## config.mk

```make
export PLATFORM = sky130hd
export DESIGN_NAME = circular_deque_buffer_core_flat
export DESIGN_NICKNAME = d
export VERILOG_FILES = /design/src/cdb_pkg.sv /design/src/cdb_req_if.sv /design/src/cdb_rsp_if.sv /design/src/cdb_slot_ram.sv /design/src/circular_deque_buffer_core.sv /design/src/flat_wrapper.sv
export SDC_FILE = /design/constraint.sdc
export NUM_CORES = 1
export LEC_CHECK = 0
export ABC_AREA = 1
export BUFFER_PORTS_ARGS = -buffer_cell sky130_fd_sc_hd__buf_2
export CAP_MARGIN = 20
export CORE_ASPECT_RATIO = 0.8
export CORE_MARGIN = 2
export CORE_UTILIZATION = 55
export DETAILED_ROUTE_END_ITERATION = 8
export PLACE_DENSITY = 0.75
export SETUP_SLACK_MARGIN = 0.05
export SLEW_MARGIN = 20
export SYNTH_ARGS = -nofsm -noshare
export SYNTH_HDL_FRONTEND = slang
export SYNTH_HIERARCHICAL = 1
export SYNTH_SLANG_ARGS = --single-unit
```

## constraint.sdc

```tcl
create_clock -name clock -period 5.6 [get_ports clock]
set_input_delay 0.84 -clock clock [delete_from_list [all_inputs] [get_ports clock]]
set_output_delay 0.84 -clock clock [all_outputs]
set_load 0.1 [all_outputs]
```

## src/cdb_pkg.sv

```systemverilog
// ----------------------------------------------------------------------------
// Circular deque buffer package
// Sizes, types, operation and status codes, and pointer helpers shared by the
// deque core and its channel interfaces.
// ----------------------------------------------------------------------------
package cdb_pkg;

   // Number of slots in the circular buffer.
   localparam int DEPTH    = 16;
   localparam int IDX_W    = (DEPTH > 1) ? $clog2(DEPTH) : 1;
   localparam int OCC_W    = $clog2(DEPTH + 1);
   localparam int DATA_W   = 32;
   localparam int OP_W     = 2;
   localparam int STATUS_W = 2;
   localparam int COUNT_W  = 5;

   typedef logic [IDX_W-1:0]           idx_type;
   typedef logic [OCC_W-1:0]           occ_type;
   typedef logic [OP_W-1:0]            op_type;
   typedef logic [STATUS_W-1:0]        status_type;
   typedef logic [COUNT_W-1:0]         count_type;
   typedef logic signed [DATA_W-1:0]   data_type;

   // Operation codes.
   localparam op_type OP_PUSH_REAR = 2'd0;
   localparam op_type OP_POP_FRONT = 2'd1;
   localparam op_type OP_POP_REAR  = 2'd2;
   localparam op_type OP_CLEAR     = 2'd3;

   // Status codes.
   localparam status_type ST_OK        = 2'd0;
   localparam status_type ST_OVERFLOW  = 2'd1;
   localparam status_type ST_UNDERFLOW = 2'd2;

   localparam idx_type IDX_LAST = IDX_W'(DEPTH - 1);
   localparam occ_type OCC_FULL = OCC_W'(DEPTH);

   // Advance a slot index by one, wrapping at the end of the buffer.
   function automatic idx_type idx_next(input idx_type i);
      return (i == IDX_LAST) ? '0 : i + 1'b1;
   endfunction

   // Step a slot index back by one, wrapping at the start of the buffer.
   function automatic idx_type idx_prev(input idx_type i);
      return (i == '0) ? IDX_LAST : i - 1'b1;
   endfunction

   // The reported count carries the low bits of the occupancy.
   function automatic count_type count_field(input occ_type occ);
      logic [31:0] wide;
      wide = 32'(occ);
      return wide[COUNT_W-1:0];
   endfunction

endpackage

```

## src/cdb_req_if.sv

```systemverilog
// ----------------------------------------------------------------------------
// Deque request channel
// Valid/ready channel that carries one deque operation and its push value.
// ----------------------------------------------------------------------------
interface cdb_req_if;
   logic                 valid;
   logic                 ready;
   cdb_pkg::op_type      op;
   cdb_pkg::data_type    push_value;

   modport source (output valid, output op, output push_value, input ready);
   modport sink   (input valid, input op, input push_value, output ready);
endinterface

```

## src/cdb_rsp_if.sv

```systemverilog
// ----------------------------------------------------------------------------
// Deque response channel
// Valid/ready channel that carries the outcome of one deque operation.
// ----------------------------------------------------------------------------
interface cdb_rsp_if;
   logic                  valid;
   logic                  ready;
   cdb_pkg::data_type     pop_value;
   cdb_pkg::status_type   status;
   cdb_pkg::count_type    entry_count;
   logic                  is_full;
   logic                  is_empty;

   modport source (output valid, output pop_value, output status,
                   output entry_count, output is_full, output is_empty,
                   input ready);
   modport sink   (input valid, input pop_value, input status,
                   input entry_count, input is_full, input is_empty,
                   output ready);
endinterface

```

## src/cdb_slot_ram.sv

```systemverilog
// ----------------------------------------------------------------------------
// Deque slot memory
// Simple dual-port RAM: one write port and one read port with registered
// read data. A read sees every write from earlier clock edges.
// ----------------------------------------------------------------------------
module cdb_slot_ram #(
   parameter int DATA_W  = 32,
   parameter int DEPTH_N = 16,
   parameter int ADDR_W  = (DEPTH_N > 1) ? $clog2(DEPTH_N) : 1
) (
   input  logic              clock,
   input  logic              wr_en,
   input  logic [ADDR_W-1:0] wr_addr,
   input  logic [DATA_W-1:0] wr_data,
   input  logic              rd_en,
   input  logic [ADDR_W-1:0] rd_addr,
   output logic [DATA_W-1:0] rd_data
);

   logic [DATA_W-1:0] slot_mem_ff [DEPTH_N];
   logic [DATA_W-1:0] rd_data_ff;

   // Write port.
   always_ff @(posedge clock) begin
      if (wr_en) begin
         slot_mem_ff[wr_addr] <= wr_data;
      end
   end

   // Read port with registered output; the data holds until the next read.
   always_ff @(posedge clock) begin
      if (rd_en) begin
         rd_data_ff <= slot_mem_ff[rd_addr];
      end
   end

   assign rd_data = rd_data_ff;

endmodule

```

## src/circular_deque_buffer_core.sv

```systemverilog
// ----------------------------------------------------------------------------
// Circular deque buffer core
// Pipeline: a request transfer fills the pending stage, which waits for the
//    registered read of the slot memory, then moves to the output register.
// Throughput: one operation per cycle while the response side keeps up.
// Reset: synchronous; pointers and occupancy return to zero, slot memory
//    contents are not cleared and no clearing pass is needed.
// ----------------------------------------------------------------------------
module circular_deque_buffer_core (
   input  logic clock,
   input  logic reset,
   cdb_req_if.sink   req_port,
   cdb_rsp_if.source rsp_port
);

   localparam int SUM_W = cdb_pkg::IDX_W + 2;

   // Pointer state.
   cdb_pkg::idx_type head_ff, head_in;
   cdb_pkg::idx_type tail_ff, tail_in;
   cdb_pkg::occ_type occ_ff, occ_in;

   // Pending stage: operation outcome waiting for the memory read data.
   logic                   pend_valid_ff, pend_valid_in;
   logic                   pend_pop_ff;
   cdb_pkg::status_type    pend_status_ff;
   cdb_pkg::count_type     pend_count_ff;
   logic                   pend_full_ff;
   logic                   pend_empty_ff;

   // Output register.
   logic                   out_valid_ff, out_valid_in;
   cdb_pkg::data_type      out_value_ff;
   cdb_pkg::status_type    out_status_ff;
   cdb_pkg::count_type     out_count_ff;
   logic                   out_full_ff;
   logic                   out_empty_ff;

   // Decode results.
   logic                   req_xfer;
   logic                   pend_move;
   cdb_pkg::status_type    status_c;
   logic                   pop_ok_c;
   logic                   wr_en_c;
   logic                   rd_en_c;
   cdb_pkg::idx_type       rd_addr_c;
   logic [cdb_pkg::DATA_W-1:0] rd_data;

   // Handshake: the pending stage frees up when its entry moves onward.
   assign pend_move      = pend_valid_ff && (!out_valid_ff || rsp_port.ready);
   assign req_port.ready = !pend_valid_ff || pend_move;
   assign req_xfer       = req_port.valid && req_port.ready;

   // Operation decode and pointer update.
   always_comb begin
      head_in   = head_ff;
      tail_in   = tail_ff;
      occ_in    = occ_ff;
      status_c  = cdb_pkg::ST_OK;
      pop_ok_c  = 1'b0;
      wr_en_c   = 1'b0;
      rd_en_c   = 1'b0;
      rd_addr_c = head_ff;
      case (req_port.op)
         cdb_pkg::OP_PUSH_REAR: begin
            if (occ_ff == cdb_pkg::OCC_FULL) begin
               status_c = cdb_pkg::ST_OVERFLOW;
            end else begin
               wr_en_c = 1'b1;
               tail_in = cdb_pkg::idx_next(tail_ff);
               occ_in  = occ_ff + 1'b1;
            end
         end
         cdb_pkg::OP_POP_FRONT: begin
            if (occ_ff == '0) begin
               status_c = cdb_pkg::ST_UNDERFLOW;
            end else begin
               pop_ok_c  = 1'b1;
               rd_en_c   = 1'b1;
               rd_addr_c = head_ff;
               head_in   = cdb_pkg::idx_next(head_ff);
               occ_in    = occ_ff - 1'b1;
            end
         end
         cdb_pkg::OP_POP_REAR: begin
            if (occ_ff == '0) begin
               status_c = cdb_pkg::ST_UNDERFLOW;
            end else begin
               pop_ok_c  = 1'b1;
               rd_en_c   = 1'b1;
               rd_addr_c = cdb_pkg::idx_prev(tail_ff);
               tail_in   = cdb_pkg::idx_prev(tail_ff);
               occ_in    = occ_ff - 1'b1;
            end
         end
         default: begin
            head_in = '0;
            tail_in = '0;
            occ_in  = '0;
         end
      endcase
      // Both pointers settle at slot zero once the deque runs empty.
      if (occ_in == '0) begin
         head_in = '0;
         tail_in = '0;
      end
   end

   // Slot memory: a push writes at the tail, a pop reads its slot.
   cdb_slot_ram #(
      .DATA_W  (cdb_pkg::DATA_W),
      .DEPTH_N (cdb_pkg::DEPTH),
      .ADDR_W  (cdb_pkg::IDX_W)
   ) u_slot_ram (
      .clock   (clock),
      .wr_en   (req_xfer && wr_en_c),
      .wr_addr (tail_ff),
      .wr_data (req_port.push_value),
      .rd_en   (req_xfer && rd_en_c),
      .rd_addr (rd_addr_c),
      .rd_data (rd_data)
   );

   // Pointer registers.
   always_ff @(posedge clock) begin
      if (reset) begin
         head_ff <= '0;
         tail_ff <= '0;
         occ_ff  <= '0;
      end else if (req_xfer) begin
         head_ff <= head_in;
         tail_ff <= tail_in;
         occ_ff  <= occ_in;
      end
   end

   // Pending stage.
   always_comb begin
      pend_valid_in = pend_valid_ff;
      if (req_xfer) begin
         pend_valid_in = 1'b1;
      end else if (pend_move) begin
         pend_valid_in = 1'b0;
      end
   end

   always_ff @(posedge clock) begin
      if (reset) begin
         pend_valid_ff <= 1'b0;
      end else begin
         pend_valid_ff <= pend_valid_in;
      end
   end

   always_ff @(posedge clock) begin
      if (req_xfer) begin
         pend_pop_ff    <= pop_ok_c;
         pend_status_ff <= status_c;
         pend_count_ff  <= cdb_pkg::count_field(occ_in);
         pend_full_ff   <= (occ_in == cdb_pkg::OCC_FULL);
         pend_empty_ff  <= (occ_in == '0);
      end
   end

   // Output register; a popped value is shown only for a successful pop.
   always_comb begin
      out_valid_in = out_valid_ff;
      if (pend_move) begin
         out_valid_in = 1'b1;
      end else if (rsp_port.ready) begin
         out_valid_in = 1'b0;
      end
   end

   always_ff @(posedge clock) begin
      if (reset) begin
         out_valid_ff <= 1'b0;
      end else begin
         out_valid_ff <= out_valid_in;
      end
   end

   always_ff @(posedge clock) begin
      if (pend_move) begin
         out_value_ff  <= pend_pop_ff ? cdb_pkg::data_type'(rd_data) : '0;
         out_status_ff <= pend_status_ff;
         out_count_ff  <= pend_count_ff;
         out_full_ff   <= pend_full_ff;
         out_empty_ff  <= pend_empty_ff;
      end
   end

   assign rsp_port.valid       = out_valid_ff;
   assign rsp_port.pop_value   = out_value_ff;
   assign rsp_port.status      = out_status_ff;
   assign rsp_port.entry_count = out_count_ff;
   assign rsp_port.is_full     = out_full_ff;
   assign rsp_port.is_empty    = out_empty_ff;

   // Tail expected from head and occupancy, used by the checks below.
   logic [SUM_W-1:0] ptr_sum;
   logic [SUM_W-1:0] ptr_wrap;
   assign ptr_sum  = SUM_W'(head_ff) + SUM_W'(occ_ff);
   assign ptr_wrap = (ptr_sum >= SUM_W'(cdb_pkg::DEPTH)) ?
                     ptr_sum - SUM_W'(cdb_pkg::DEPTH) : ptr_sum;

   // The occupancy never exceeds the buffer size.
   assert property (@(posedge clock) disable iff (reset)
      occ_ff <= cdb_pkg::OCC_FULL)
      else $error("occupancy exceeds buffer size");

   // An empty deque keeps both pointers at slot zero.
   assert property (@(posedge clock) disable iff (reset)
      (occ_ff == '0) |-> (head_ff == '0 && tail_ff == '0))
      else $error("pointers not settled on empty deque");

   // The tail always sits occupancy slots past the head.
   assert property (@(posedge clock) disable iff (reset)
      ptr_wrap[cdb_pkg::IDX_W-1:0] == tail_ff)
      else $error("head, tail and occupancy disagree");

   // A push that fits raises the occupancy by one.
   assert property (@(posedge clock) disable iff (reset)
      (req_xfer && req_port.op == cdb_pkg::OP_PUSH_REAR &&
       occ_ff != cdb_pkg::OCC_FULL) |=> (occ_ff == $past(occ_ff) + 1'b1))
      else $error("push did not grow occupancy");

   // A pending entry that cannot move keeps the request side stalled.
   assert property (@(posedge clock) disable iff (reset)
      (pend_valid_ff && out_valid_ff && !rsp_port.ready) |-> !req_port.ready)
      else $error("request taken while pending stage is blocked");

endmodule
```

## src/flat_wrapper.sv

```systemverilog
// flat-port wrapper written by rule: the top's interface ports become plain ports
module circular_deque_buffer_core_flat 
  (clock, reset, req_port_valid, req_port_op, req_port_push_value, req_port_ready, rsp_port_valid, rsp_port_pop_value, rsp_port_status, rsp_port_entry_count, rsp_port_is_full, rsp_port_is_empty, rsp_port_ready);
  cdb_req_if req_port_i ();
  cdb_rsp_if rsp_port_i ();
  input  logic clock;
  input  logic reset;
  input wire logic [$bits(req_port_i.valid)-1:0] req_port_valid;
  input wire logic [$bits(req_port_i.op)-1:0] req_port_op;
  input wire logic [$bits(req_port_i.push_value)-1:0] req_port_push_value;
  output wire logic [$bits(req_port_i.ready)-1:0] req_port_ready;
  output wire logic [$bits(rsp_port_i.valid)-1:0] rsp_port_valid;
  output wire logic [$bits(rsp_port_i.pop_value)-1:0] rsp_port_pop_value;
  output wire logic [$bits(rsp_port_i.status)-1:0] rsp_port_status;
  output wire logic [$bits(rsp_port_i.entry_count)-1:0] rsp_port_entry_count;
  output wire logic [$bits(rsp_port_i.is_full)-1:0] rsp_port_is_full;
  output wire logic [$bits(rsp_port_i.is_empty)-1:0] rsp_port_is_empty;
  input wire logic [$bits(rsp_port_i.ready)-1:0] rsp_port_ready;
  assign req_port_i.valid = req_port_valid;
  assign req_port_i.op = req_port_op;
  assign req_port_i.push_value = req_port_push_value;
  assign req_port_ready = req_port_i.ready;
  assign rsp_port_valid = rsp_port_i.valid;
  assign rsp_port_pop_value = rsp_port_i.pop_value;
  assign rsp_port_status = rsp_port_i.status;
  assign rsp_port_entry_count = rsp_port_i.entry_count;
  assign rsp_port_is_full = rsp_port_i.is_full;
  assign rsp_port_is_empty = rsp_port_i.is_empty;
  assign rsp_port_i.ready = rsp_port_ready;
  circular_deque_buffer_core u_core (.clock(clock), .reset(reset), .req_port(req_port_i), .rsp_port(rsp_port_i));
endmodule
```

==> impl_metrics.json <==
{
  "nets": 2557,
  "ant_nets": 0,
  "worstHoldEndpoint": "u_core/rsp_port.valid$_SDFFE_PP0P_",
  "preCtsSetupSlack_ps": 1580,
  "met3_usage_pct": 4.07,
  "grt_pass1_vias": 16200,
  "cts_sinks": 610,
  "min_path_type": "input pin to register",
  "clk_latency_ps": 610,
  "grt_max_degree": 166,
  "cts_resized": 0,
  "maxSlewHeadroom_pct": 30.3,
  "start_util_pct": 55.7,
  "fin_cells": 3178,
  "drv_cap": 0,
  "post_cts_buffers": 0,
  "grt_util_met1_pct": 34.9,
  "path_class": "register to register",
  "cp_data_arrival_time_ps": 4260,
  "grt_util_all_layers_pct": 24.7,
  "worstPathMaxFanout": 75,
  "tritoncts": "done",
  "synth_most_common_cell": "nand2_1",
  "hold_viol": 0,
  "finalSetupViolCount": 0,
  "rows": 71,
  "ys_ff_latch": 610,
  "yosysUniqueCellTypes": 32,
  "synth_cells": 2449,
  "synthArstFlopShare_pct": 0,
  "holdPathStages": 2,
  "clock_path_buffers": 3,
  "synthTopCellsByArea": "edfxtp_1, nand2_1, nand3_1, inv_1, buf_6",
  "ys_warn_count": 6,
  "die_w_um": 248,
  "num_vias": 17300,
  "r2r_end": "u_core/u_slot_ram/rd_data[17]$_DFFE_PP_",
  "r2r_start": "u_core/occ_ff[0]$_SDFFE_PP0P_",
  "rrSetupSlack_ps": 1810,
  "dieArea_um2": 49300,
  "fmax_ghz": 0.264,
  "ios": 81,
  "cts_hold_buf": 0,
  "coreArea_um2": 47000,
  "drc": 0,
  "area_growth_syn_to_layout_pct": 10.4,
  "portBuffers": 80,
  "dp_hpwl_um": 31800,
  "setup.worst_path.start_class": "register",
  "cts-root-buf": "clkbuf_16",
  "synth.avg_cell_area_um2": 10.7,
  "status": "finished, final reports clean",
  "netlist_top_cells_count": "nand2_1, edfxtp_1, inv_1",
  "worst_slew_pin_slew_ps": 1040,
  "cts_made_buffers": 56,
  "p_leak_nw": 12.3,
  "dp.cells": 3072,
  "drtIter0Drc": 1816,
  "yosysSeqAreaShare_pct": 69.4,
  "top_usage_layer": "met2",
  "fp.dieH_um": 199,
  "grtUsageMet2_pct": 39.6,
  "rr_worst_depth": 12,
  "grt-ovfl-total": 0,
  "power_density_nw_per_um2": 364,
  "synth_edf_count": 595,
  "rsz0062_at_grt": "no",
  "wl_per_cell_um": 19.1,
  "drtPass1Iterations": 6,
  "syn_nets": 2496,
  "fin_worst_skew_ps": 14.0,
  "endpoint_kind": "register",
  "drt-total-wl_um": 60600,
  "report.final.slew_viol_count": 0,
  "min_from": "reset",
  "vias_per_cell": 5.44,
  "place_congestion": 0.831,
  "grt_pass1_wl_um": 92000,
  "yosysTopAreaCellShare_pct": 68.3,
  "clkTransAtPathRegs_ps": 60,
  "cts_htree_levels": 2,
  "fillers": 3596,
  "fin_crit_ps": 3790,
  "syn_area_um2": 26200,
  "layout-drive-gt1-share_pct": 9.46,
  "min_period_over_period_pct": 67.6,
  "layout_setup_ws_ps": 1810,
  "ys.flop_type": "edfxtp_1",
  "antenna_found_initial": 2,
  "peakVddDrop_v": 0.000293,
  "cp.required_ps": 6070,
  "fin_setup_tns_ps": 0,
  "yosysTopAreaCell": "edfxtp_1"
}
cells by family after synthesis:
| logic type | share of synthesized area (%) |
|---|---|
| xor+xnor | 0.134 |
| fa+ha+maj | 0.430 |
| simple gates | 20.0 |
| flops | 69.4 |
| compound gates | 0.622 |
| buf+inv | 9.40 |
critical path: stages, from the launching register on:
cell and delay (ps):
dfxtp_1 360, inv_1 130, ha_1 340, nand3_4 130
nand2_1 380, nand2_1 170, o21ai_4 120, buf_4 620
buf_4 850, nand3_1 170, nand3_1 140, nand3_1 90
nand2_1 100
state kept, by name, summed over array words and instances (netlist names):
register and flops:
u_core/pend_valid_ff 1, u_core/rsp_port.valid 1, u_core/rsp_port.entry_count 5, u_core/tail_ff 4, u_core/rsp_port.pop_value 32, u_core/rsp_port.is_empty 1
u_core/head_ff 4, u_core/u_slot_ram/rd_data 32, u_core/occ_ff 5, u_core/u_slot_ram/slot_mem_ff 512, u_core/rsp_port.is_full 1, u_core/pend_count_ff 5
u_core/pend_full_ff 1, u_core/rsp_port.status 2, u_core/pend_empty_ff 1, u_core/pend_pop_ff 1, u_core/pend_status_ff 2
per-stage QoR:
step                cell area (µm²)  power (W)  util [%]  hold slack [ps]
CTS                           28900     0.0105      61.5              402
global placement              27100    0.00678      57.6              401
floorplan                     26200    0.00645         -              400
detailed placement            27100    0.00682      57.6              406
finish                        28900     0.0105      61.5              416
global route                  28900     0.0109      61.5              400
layer usage:
layer / share of wire (%) / routed length (µm)
met5: 0.021 / 13
met4: 2.7 / 1660
met3: 9.6 / 5800
met2: 47 / 28600
met1: 41 / 24500
placed cells by master (no fill, tap or decap), types with 10 or more instances in the layout:
| master | n |
|---|---|
| nand3_1 | 404 |
| nor2_4 | 19 |
| clkinv_2 | 13 |
| dfxtp_1 | 15 |
| inv_1 | 452 |
| clkbuf_16 | 57 |
| nand2_1 | 754 |
| o21ai_0 | 10 |
| buf_2 | 80 |
| clkbuf_1 | 11 |
| edfxtp_1 | 595 |
| nor2_1 | 29 |
| buf_4 | 33 |
worst max path at each step:
| stage | start | end | slack (ps) |
|---|---|---|---|
| finish | u_core/occ_ff[0]$_SDFFE_PP0P_ | u_core/u_slot_ram/rd_data[17]$_DFFE_PP_ | 1810 |
| detailed placement | req_port_op[0] | u_core/u_slot_ram/rd_data[17]$_DFFE_PP_ | 1580 |
| floorplan | u_core/rsp_port.valid$_SDFFE_PP0P_ | u_core/u_slot_ram/slot_mem_ff[12][0]$_DFFE_PP_ | 1530 |
| global placement | req_port_op[0] | u_core/u_slot_ram/rd_data[17]$_DFFE_PP_ | 1680 |
| CTS | u_core/occ_ff[0]$_SDFFE_PP0P_ | u_core/u_slot_ram/rd_data[17]$_DFFE_PP_ | 1890 |
| global route | u_core/occ_ff[0]$_SDFFE_PP0P_ | u_core/u_slot_ram/rd_data[13]$_DFFE_PP_ | 1620 |
power by group:
group	switching, W	internal (W)
combinational	0.00116	0.000407
clock	0.00165	0.00210
sequential	0.0000452	0.00514
area by class of cell:
type                            count  area [µm²]  area share (%)
Inverter                          458        1730            5.99
Timing Repair Buffer              115         688            2.38
Multi-Input combinational cell   1269        5720            19.8
Clock inverter                     33         275           0.953
Clock buffer                       72        1520            5.27
Tap cell                          620         776            2.69
Antenna cell                        1        2.50         0.00866
Sequential cell                   610       18200            62.9
No activity file was read; power rests on OpenSTA's default activity.
